$ cat config.mk
export PLATFORM = sky130hd
export DESIGN_NAME = ook_remote_code_pulse_encoder
export DESIGN_NICKNAME = d
export VERILOG_FILES = /design/src/rtl/ookpe_pkg.sv /design/src/rtl/ookpe_core.sv /design/src/rtl/ook_remote_code_pulse_encoder.sv
export SDC_FILE = /design/constraint.sdc
export NUM_CORES = 1
export LEC_CHECK = 0
export ABC_AREA = 1
export BUFFER_PORTS_ARGS = -buffer_cell sky130_fd_sc_hd__buf_2
export CAP_MARGIN = 20
export CORE_ASPECT_RATIO = 0.7
export CORE_MARGIN = 2
export CORE_UTILIZATION = 25
export CTS_BUF_LIST = sky130_fd_sc_hd__clkbuf_8
export DETAILED_ROUTE_END_ITERATION = 7
export GPL_TIMING_DRIVEN = 0
export PLACE_DENSITY_LB_ADDON = 0.2
export RECOVER_POWER = 50
export SETUP_SLACK_MARGIN = 0.5
export SYNTH_ARGS = -nofsm -noshare
export SYNTH_HDL_FRONTEND = slang
export SYNTH_SLANG_ARGS = --single-unit
export TNS_END_PERCENT = 1
$ cat constraint.sdc
create_clock -name i_clk -period 2.1 [get_ports i_clk]
set_input_delay 0.105 -clock i_clk [delete_from_list [all_inputs] [get_ports i_clk]]
set_output_delay 0.105 -clock i_clk [all_outputs]
set_load 0.01 [all_outputs]
$ cat src/rtl/ookpe_pkg.sv
// Shared types and constants for the OOK remote code pulse encoder.
package ookpe_pkg;

    localparam int unsigned CODE_W  = 24;
    localparam int unsigned POS_W   = 5;
    localparam int unsigned REP_W   = 4;
    localparam int unsigned UNIT_W  = 5;

    localparam logic [POS_W-1:0]  TOP_BIT = POS_W'(CODE_W - 1);
    localparam logic [REP_W-1:0]  REPS_RESET = 4'd4;

    localparam logic CMD_TICK  = 1'b0;
    localparam logic CMD_START = 1'b1;

    // pulse part lengths in base units
    localparam logic [UNIT_W-1:0] SHORT_SYNC_HI = 5'd1;
    localparam logic [UNIT_W-1:0] SHORT_SYNC_LO = 5'd6;
    localparam logic [UNIT_W-1:0] LONG_SYNC_HI  = 5'd8;
    localparam logic [UNIT_W-1:0] LONG_SYNC_LO  = 5'd19;
    localparam logic [UNIT_W-1:0] BIT_LONG      = 5'd3;
    localparam logic [UNIT_W-1:0] BIT_SHORT     = 5'd1;

    typedef struct packed {
        logic line_level;
        logic busy_res;
        logic frame_last;
        logic start_ignored;
    } t_result;

endpackage

$ cat src/rtl/ookpe_core.sv
// Frame sequencer state and per-word step logic for the OOK encoder.
module ookpe_core (
    input  logic                          i_clk,
    input  logic                          i_rst_n,
    input  logic                          i_step,
    input  logic                          i_cmd,
    input  logic [ookpe_pkg::CODE_W-1:0]  i_code_word,
    input  logic [ookpe_pkg::REP_W-1:0]   i_repetitions,
    output ookpe_pkg::t_result            o_res
);
    import ookpe_pkg::*;

    logic [CODE_W-1:0] r_shift_code, n_shift_code;
    logic [POS_W-1:0]  r_bit_position, n_bit_position;
    logic [REP_W-1:0]  r_repeat_count, n_repeat_count;
    logic              r_long_sync_round, n_long_sync_round;
    logic              r_in_sync_phase, n_in_sync_phase;
    logic              r_in_low_part, n_in_low_part;
    logic [UNIT_W-1:0] r_unit_count, n_unit_count;
    logic              r_active, n_active;

    logic [CODE_W-1:0] shifted;
    logic              code_bit;
    logic [UNIT_W-1:0] part_len;
    logic [UNIT_W-1:0] unit_inc;
    logic [REP_W-1:0]  repeat_inc;
    t_result           res;

    always_comb begin
        shifted  = r_shift_code >> r_bit_position;
        code_bit = (r_bit_position > TOP_BIT) ? 1'b0 : shifted[0];
        if (r_in_sync_phase) begin
            if (r_long_sync_round) begin
                part_len = r_in_low_part ? LONG_SYNC_LO : LONG_SYNC_HI;
            end else begin
                part_len = r_in_low_part ? SHORT_SYNC_LO : SHORT_SYNC_HI;
            end
        end else if (code_bit) begin
            part_len = r_in_low_part ? BIT_SHORT : BIT_LONG;
        end else begin
            part_len = r_in_low_part ? BIT_LONG : BIT_SHORT;
        end
        unit_inc   = r_unit_count + UNIT_W'(1);
        repeat_inc = r_repeat_count + REP_W'(1);
    end

    always_comb begin
        n_shift_code      = r_shift_code;
        n_bit_position    = r_bit_position;
        n_repeat_count    = r_repeat_count;
        n_long_sync_round = r_long_sync_round;
        n_in_sync_phase   = r_in_sync_phase;
        n_in_low_part     = r_in_low_part;
        n_unit_count      = r_unit_count;
        n_active          = r_active;
        res               = '0;

        if (i_cmd == CMD_START) begin
            res.busy_res = 1'b1;
            if (r_active) begin
                res.start_ignored = 1'b1;
            end else begin
                n_shift_code      = i_code_word;
                n_bit_position    = TOP_BIT;
                n_repeat_count    = '0;
                n_long_sync_round = 1'b0;
                n_in_sync_phase   = 1'b1;
                n_in_low_part     = 1'b0;
                n_unit_count      = '0;
                n_active          = 1'b1;
            end
        end else if (r_active) begin
            res.busy_res   = 1'b1;
            res.line_level = ~r_in_low_part;
            n_unit_count   = unit_inc;
            if (unit_inc >= part_len) begin
                n_unit_count = '0;
                if (!r_in_low_part) begin
                    n_in_low_part = 1'b1;
                end else begin
                    n_in_low_part = 1'b0;
                    if (r_in_sync_phase) begin
                        n_in_sync_phase = 1'b0;
                        n_bit_position  = TOP_BIT;
                    end else if (r_bit_position == '0 || r_bit_position > TOP_BIT) begin
                        n_repeat_count  = repeat_inc;
                        n_in_sync_phase = 1'b1;
                        n_bit_position  = TOP_BIT;
                        if (repeat_inc == i_repetitions) begin
                            n_repeat_count = '0;
                            if (r_long_sync_round) begin
                                n_long_sync_round = 1'b0;
                                n_in_sync_phase   = 1'b0;
                                n_active          = 1'b0;
                                res.frame_last    = 1'b1;
                            end else begin
                                n_long_sync_round = 1'b1;
                            end
                        end
                    end else begin
                        n_bit_position = r_bit_position - POS_W'(1);
                    end
                end
            end
        end
    end

    always_ff @(posedge i_clk) begin
        if (!i_rst_n) begin
            r_shift_code      <= '0;
            r_bit_position    <= '0;
            r_repeat_count    <= '0;
            r_long_sync_round <= 1'b0;
            r_in_sync_phase   <= 1'b0;
            r_in_low_part     <= 1'b0;
            r_unit_count      <= '0;
            r_active          <= 1'b0;
        end else if (i_step) begin
            r_shift_code      <= n_shift_code;
            r_bit_position    <= n_bit_position;
            r_repeat_count    <= n_repeat_count;
            r_long_sync_round <= n_long_sync_round;
            r_in_sync_phase   <= n_in_sync_phase;
            r_in_low_part     <= n_in_low_part;
            r_unit_count      <= n_unit_count;
            r_active          <= n_active;
        end
    end

    assign o_res = res;

endmodule

$ cat src/rtl/ook_remote_code_pulse_encoder.sv
// Top level of the OOK remote code pulse encoder: input word register, step, result register.
//
//   port group   direction  handshake            payload
//   input word   in         i_valid / o_stall    i_cmd, i_code_word
//   result word  out        o_valid / i_stall    o_line_level, o_busy_res, o_frame_last,
//                                                o_start_ignored
//   config       in         i_cfg_wr_en          i_cfg_wr_data (repetitions)
//
// One word per cycle while o_stall is low; a word's result is registered, and the frame
// state advances, as the word leaves the input register into the result register.
// Synchronous active-low reset empties both registers, idles the sequencer and sets
// repetitions to 4. A stalled result holds the input register; o_stall is high while
// both registers are full and i_stall is high.
module ook_remote_code_pulse_encoder (
    input  logic                          i_clk,
    input  logic                          i_rst_n,
    input  logic                          i_valid,
    output logic                          o_stall,
    input  logic                          i_cmd,
    input  logic [ookpe_pkg::CODE_W-1:0]  i_code_word,
    output logic                          o_valid,
    input  logic                          i_stall,
    output logic                          o_line_level,
    output logic                          o_busy_res,
    output logic                          o_frame_last,
    output logic                          o_start_ignored,
    input  logic                          i_cfg_wr_en,
    input  logic [ookpe_pkg::REP_W-1:0]   i_cfg_wr_data
);
    import ookpe_pkg::*;

    logic              r_in_valid;
    logic              r_cmd;
    logic [CODE_W-1:0] r_code_word;
    logic              r_out_valid;
    t_result           r_res;
    logic [REP_W-1:0]  r_repetitions;

    logic    out_free;
    logic    step;
    logic    in_take;
    t_result step_res;

    assign out_free = ~r_out_valid | ~i_stall;
    assign step     = r_in_valid & out_free;
    assign o_stall  = r_in_valid & ~out_free;
    assign in_take  = i_valid & ~o_stall;

    ookpe_core u_core (
        .i_clk         (i_clk),
        .i_rst_n       (i_rst_n),
        .i_step        (step),
        .i_cmd         (r_cmd),
        .i_code_word   (r_code_word),
        .i_repetitions (r_repetitions),
        .o_res         (step_res)
    );

    always_ff @(posedge i_clk) begin
        if (!i_rst_n) begin
            r_in_valid    <= 1'b0;
            r_out_valid   <= 1'b0;
            r_repetitions <= REPS_RESET;
        end else begin
            if (in_take) begin
                r_in_valid <= 1'b1;
            end else if (step) begin
                r_in_valid <= 1'b0;
            end
            if (step) begin
                r_out_valid <= 1'b1;
            end else if (out_free) begin
                r_out_valid <= 1'b0;
            end
            if (i_cfg_wr_en) begin
                r_repetitions <= i_cfg_wr_data;
            end
        end
    end

    always_ff @(posedge i_clk) begin
        if (in_take) begin
            r_cmd       <= i_cmd;
            r_code_word <= i_code_word;
        end
        if (step) begin
            r_res <= step_res;
        end
    end

    assign o_valid         = r_out_valid;
    assign o_line_level    = r_res.line_level;
    assign o_busy_res      = r_res.busy_res;
    assign o_frame_last    = r_res.frame_last;
    assign o_start_ignored = r_res.start_ignored;

endmodule
# After elaboration in Yosys (flattened, before gate mapping)
# Cells that the tools add are included.
[op_classes]
add_sub_neg = 3
magnitude_cmp = 2
n_eq_ne = 3
shifts = 1
mux = 66
bitwise_logic = 13
reduce_logical = 17
[op_table]
columns = ["op", "n"]
rows = [
  ["$mux 5", 15],
  ["$mux 1", 39],
  ["$mux 4", 8],
  ["$shr 24x5->1", 1],
  ["$reduce_bool 2->1", 7],
  ["$not 1->1", 9],
  ["$reduce_and 8->1", 1],
  ["$reduce_and 7->1", 1],
  ["$reduce_or 7->1", 1],
  ["$mux 2", 3],
  ["$reduce_and 3->1", 2],
  ["$add 5x1->5 const B", 1],
  ["$ge 5x5->1", 1],
  ["$gt 5x5->1 const B", 1],
  ["$logic_not 5->1", 1],
  ["$reduce_and 5->1", 1],
  ["$sub 5x1->5 const B", 1],
  ["$add 4x1->4 const B", 1],
  ["$eq 4x4->1", 1],
  ["$ne 2x2->1 const B", 2],
  ["$reduce_and 4->1", 1],
  ["$and 1x1->1", 3],
  ["$mux 3", 1],
  ["$reduce_or 2->1", 1],
  ["other kinds (2)", 2],
]
[totals]
reg_bits = 77
input_bits = 34
output_inout_bits = 6
word_cells = 122

# Logic depth before layout (Yosys ltp)
[depth]
ltp_word = 9
ltp_mapped = 22

# Cells and area by module
# A second synthesis with hierarchy kept.
[hier_totals]
hier_cells = 408
area_unflattened_um2 = 3493.4
[modules_own_cells]
columns = ["module", "n_inst", "cells_per_inst", "area_each_um2", "seq_area_each_um2"]
rows = [
  ["ookpe_core", 1, 349, 2393.5, 840.8],
  ["ook_remote_code_pulse_encoder", 1, 59, 1099.8, 991.0],
]

# Worst setup path before layout
# No wires, ideal clock.
[synth_timing]
path_kind = "reg2reg"
startpoint = "register u_core.r_bit_position[0]"
endpoint = "register u_core.r_repeat_count[2]"
arrival_time_ns = 2.189
t_required_ns = 1.987
path_slack_ns = -0.202
stages_incl_launch_ff = 22
n_path_buf = 1
cell_sequence = "dfxtp_1 -> buf_2 -> nand2_1 -> o211ai_1 -> nand2_1 -> nand2_1 -> nand2_1 -> nor2_1 -> nand2_1 -> nand3_1 -> nand2_1 -> ha_1 -> nand2_1 -> nor2_1 -> nand2_1 -> nand4_2 -> nand2_4 -> clkinv_4 -> nand2_4 -> clkinv_4 -> o21ai_1 -> nor2_1"
[synth_between]
elab_chain_cells = 7
[synth_rtl]
columns = ["item", "line", "text"]
rows = [
  ["from (decl)", "ookpe_core.sv:14", "logic [POS_W-1:0] r_bit_position, n_bit_position;"],
  ["from (signal assigned)", "ookpe_core.sv:120", "r_bit_position <= n_bit_position;"],
  ["$shr 24x5->1 or $gt 5x5->1 (tied branches)", "ookpe_core.sv:30, ookpe_core.sv:31, ookpe_core.sv:85", ""],
  ["$mux 1", "ookpe_core.sv:31", "code_bit = (r_bit_position > TOP_BIT) ? 1'b0 : shifted[0];"],
  ["$mux 5", "ookpe_core.sv:38", "end else if (code_bit) begin"],
  ["$mux 5", "ookpe_core.sv:32", "if (r_in_sync_phase) begin"],
  ["$ge 5x5->1", "ookpe_core.sv:76", "if (unit_inc >= part_len) begin"],
  ["$reduce_bool 2->1 (no source line)", "-", ""],
  ["$reduce_and 7->1 (no source line) (*)", "-", ""],
  ["to (signal assigned)", "ookpe_core.sv:121", "r_repeat_count <= n_repeat_count;"],
  ["to (decl)", "ookpe_core.sv:15", "logic [REP_W-1:0] r_repeat_count, n_repeat_count;"],
]
# Mark *: on every way between the ends. The rest lies on a longest branch, timed or not.
# A chain may end at the register's enable or synchronous reset.

# Worst setup path after layout
[layout_timing]
startpoint = "register u_core.r_bit_position[0]"
endpoint = "register u_core.r_bit_position[0]"
[layout_between]
elab_chain_cells = 8
[layout_rtl]
columns = ["item"]
rows = [
  ["parallel branches: the longest is 8 deep, another holds $ge 5x5->1"],
]
# Several ways; the timed one is not identified. The select of a mux whose other input is x is not followed.

==> impl_metrics.json <==
{
  "root_buffer": "clkbuf_8",
  "rows": 36,
  "syn2layout_area_growth_pct": 31.0,
  "crit_path_top_delay_cell": "dfxtp_4",
  "synth_top_area_cell": "dfxtp_1",
  "ios": 40,
  "cts.htree.levels": 3,
  "synth.top_cells.by_area": "dfxtp_1 27%, edfxtp_1 24%, nand2_1 9.5%",
  "port_buffers": 39,
  "min_path_type": "input pin to flip-flop",
  "routed_wirelength_um": 8700,
  "grt_max_degree": 26,
  "synth_compound_area_frac": 0.137,
  "worst-slew-pin-transition_ns": 0.731,
  "nets": 545,
  "setup_tns_ns": -4.96,
  "syn-num-nets": 460,
  "start_util": 0.256,
  "drc": 0,
  "crit_required_ns": 2.30,
  "ys_seq_area_frac": 0.514,
  "wl_per_cell_um": 12.6,
  "place_hpwl_um": 6330,
  "rrSetupSlack_ns": -0.36,
  "p_per_area_nw_per_um2": 678,
  "vias": 2996,
  "period_share": 1.17,
  "worstSkewPairLatency_ns": 0.35,
  "cts_buffers": 9,
  "grt_use_total": 0.119,
  "synth_cell_types": 34,
  "path_delay_family": "simple AND/OR/NAND/NOR gates",
  "total_power_mw": 3.16,
  "synth_top_family_by_area": "simple AND/OR/NAND/NOR gates",
  "antenna_left": 0,
  "multi_input_area_um2": 1590,
  "syn_area_per_cell_um2": 8.66,
  "synthAdderAreaFrac": 0.0527,
  "syn_inst": 411,
  "setup_violations": 19,
  "coreArea_um2": 13900,
  "whs_ns": 0.0396,
  "skew_ns": 0.0120,
  "regArea_um2": 1840,
  "crit_arrival_ns": 2.66,
  "vias_per_cell": 4.34,
  "synthArstFlopShare": 0,
  "pre_cts_slack_ns": -0.511,
  "maxCapViolCount": 0,
  "die_y_um": 104,
  "max_freq_ghz": 0.407,
  "ir_worst_vdd_mv": 0.256,
  "first_global_vias": 2819,
  "clk_pin_slew_worst_paths_ns": 0.08,
  "hold_viol": 0,
  "crit_buf_inv": 3,
  "cts_tree": "built",
  "dieArea_um2": 15200,
  "cpPeakStageDelay_ns": 0.39,
  "p_leak_nw": 1.79,
  "drtIter0Drc": 207,
  "drive_gt1_frac": 0.228,
  "slew_violations": 0,
  "startpoint_type": "flip-flop",
  "drt_pass1_iterations": 4,
  "worst_slack_ns": -0.355,
  "muxShareOfSynthArea": 0,
  "cts_num_sinks": 77,
  "synth_seq_cells": 77,
  "synth_ff_type": "dfxtp_1",
  "layout_min_cycle_time_ns": 2.46,
  "ys_warn_count": 0,
  "grt_overflow_total": 0,
  "critPathCaptureType": "flip-flop",
  "crit_type": "flip-flop to flip-flop",
  "cp_max_fo": 8,
  "path_cells": "buf_4 -> o211ai_1 -> nand2_1 -> nand2_1 -> nand2_1 -> nor2_1 -> nand2_2 -> nand2_1 -> nand2_1 -> nand2_2 -> ha_1 -> nand2_1 -> nor2_1 -> nand2_1 -> nand4_4 -> nand2_4 -> clkinv_8 -> buf_4 -> nand2_1 -> a21oi_1",
  "n_fill_cell": 1466,
  "diodes": 0,
  "synth_top_area_share": 0.270,
  "dieWidth_um": 147,
  "relSlewSlack": 0.513,
  "place_inst": 640,
  "synth-simple-area-share": 0.217,
  "cts.path.max_buffers": 2,
  "outcome": "complete, but fails checks",
  "cpMostUsedCell": "nand2_1",
  "synthXorXnorAreaFrac": 0.00984,
  "rsz0062_at_grt": "yes",
  "final_cell_count_no_fill": 691,
  "grt_antenna_before_repair": 0,
  "gp_congestion": 0.826,
  "grt_pass1_wl_um": 14300,
  "violations": "setup timing",
  "synth_edf_count": 29,
  "syn_area_um2": 3560
}
## per-layer routing
metal / global-route usage / routed length (um) / share of wire / vias up
met3: 0.0316 / 440 / 0.051 / 10
met2: 0.155 / 3250 / 0.37 / 56
met1: 0.187 / 4920 / 0.56 / 1384
li1: - / - / - / 1546
met5: 0 / 0 / 0 / -
met4: 0.0361 / 95 / 0.011 / 0
## worst paths after layout
check | start | cells past startpoint | end
min reg2reg | u_core.r_shift_code[5] | 2 | u_core.r_shift_code[5]
min | i_cfg_wr_data[0] | 3 | r_repetitions[0]
max reg2reg | u_core.r_bit_position[0] | 20 | u_core.r_bit_position[0]
max | u_core.r_bit_position[0] | 20 | u_core.r_bit_position[0]
## placed cells by master, fill, tap and decap left out, types with 12 or more instances in the layout
master	Yosys	routed
nand2_1	90	84
buf_2	6	32
o21ai_1	13	12
nand3_1	30	28
nor2_1	22	20
ha_1	15	15
o21ai_0	16	15
dfxtp_1	48	43
edfxtp_1	29	29
a21oi_1	48	42
inv_1	36	36
dlygate4sd3_1	0	29
clkbuf_1	8	15
## cell usage after synthesis (2+ instances only)
cell      number
a211oi_1       2
a21oi_1       48
a21oi_2        5
a31oi_1        2
buf_2          6
clkbuf_1       8
clkinv_4       2
dfxtp_1       48
edfxtp_1      29
ha_1          15
inv_1         36
inv_2          5
nand2_1       90
nand2_2        4
nand2_4        5
nand3_1       30
nand3_2        2
nand4_1        3
nor2_1        22
nor2_4         2
nor3_1         2
o211ai_1       4
o21ai_0       16
o21ai_1       13
xnor2_1        3
## worst register-to-register path, delay by kind of cell (launching register included)
family	cells	cell delay (ns)
flip-flops	1	0.39
AO/OA/AOI/OAI	2	0.23
AND/OR/NAND/NOR	14	1.09
adder cells (fa/ha/maj)	1	0.22
buffers and inverters	3	0.39
## where the power goes
part	switching (mW)	internal (mW)
clock network	0.537	0.531
registers	0.0445	1.62
logic	0.247	0.177
## flip-flops by register name (all words and copies together), names as in the netlist
name and flops:
u_core.r_active 1, u_core.r_long_sync_round 1, u_core.r_repeat_count 4, r_code_word 24, r_in_valid 1, u_core.r_unit_count 5
o_start_ignored 1, u_core.r_in_low_part 1, u_core.r_bit_position 5, o_frame_last 1, r_cmd 1, u_core.r_in_sync_phase 1
o_busy_res 1, r_repetitions 4, o_line_level 1, o_valid 1, u_core.r_shift_code 24
## cell type report
| cell class | instances | share of cell area |
|---|---|---|
| Buffer | 15 | 0.0212 |
| Clock buffer | 9 | 0.0266 |
| Clock inverter | 7 | 0.0123 |
| Inverter | 44 | 0.0411 |
| Multi-Input combinational cell | 275 | 0.341 |
| Sequential cell | 77 | 0.395 |
| Tap cell | 190 | 0.0510 |
| Timing Repair Buffer | 74 | 0.112 |
## logic make-up (layout without fill, tap and decap cells)
| family | count (synthesis) | in the layout |
|---|---|---|
| buffers and inverters | 59 | 149 |
| DFF | 77 | 77 |
| adders and majority gates | 15 | 15 |
| and+or+nand+nor | 166 | 166 |
| xor gates and xnor gates | 4 | 4 |
| AOI/OAI and AO/OA | 90 | 90 |
## through the flow
stage / utilization / instance area, um^2
finish: 0.335 / 4660
global route: 0.335 / 4660
CTS: 0.327 / 4560
detailed placement: 0.288 / 4010
global placement: 0.288 / 4010
floorplan: - / 3570
## what timing repair did
| item | in CTS | in global routing |
|---|---|---|
| endpoints found under the hold margin | 27 | 0 |
| setup endpoints to repair | 71 | 68 |
| hold buffers | 29 | 0 |
| buffers inserted | 1 | 4 |
| pin swaps | 8 | 11 |
| cloned | 0 | 1 |
| gates resized for setup | 21 | 30 |
Power figures use the tool's default switching activity.
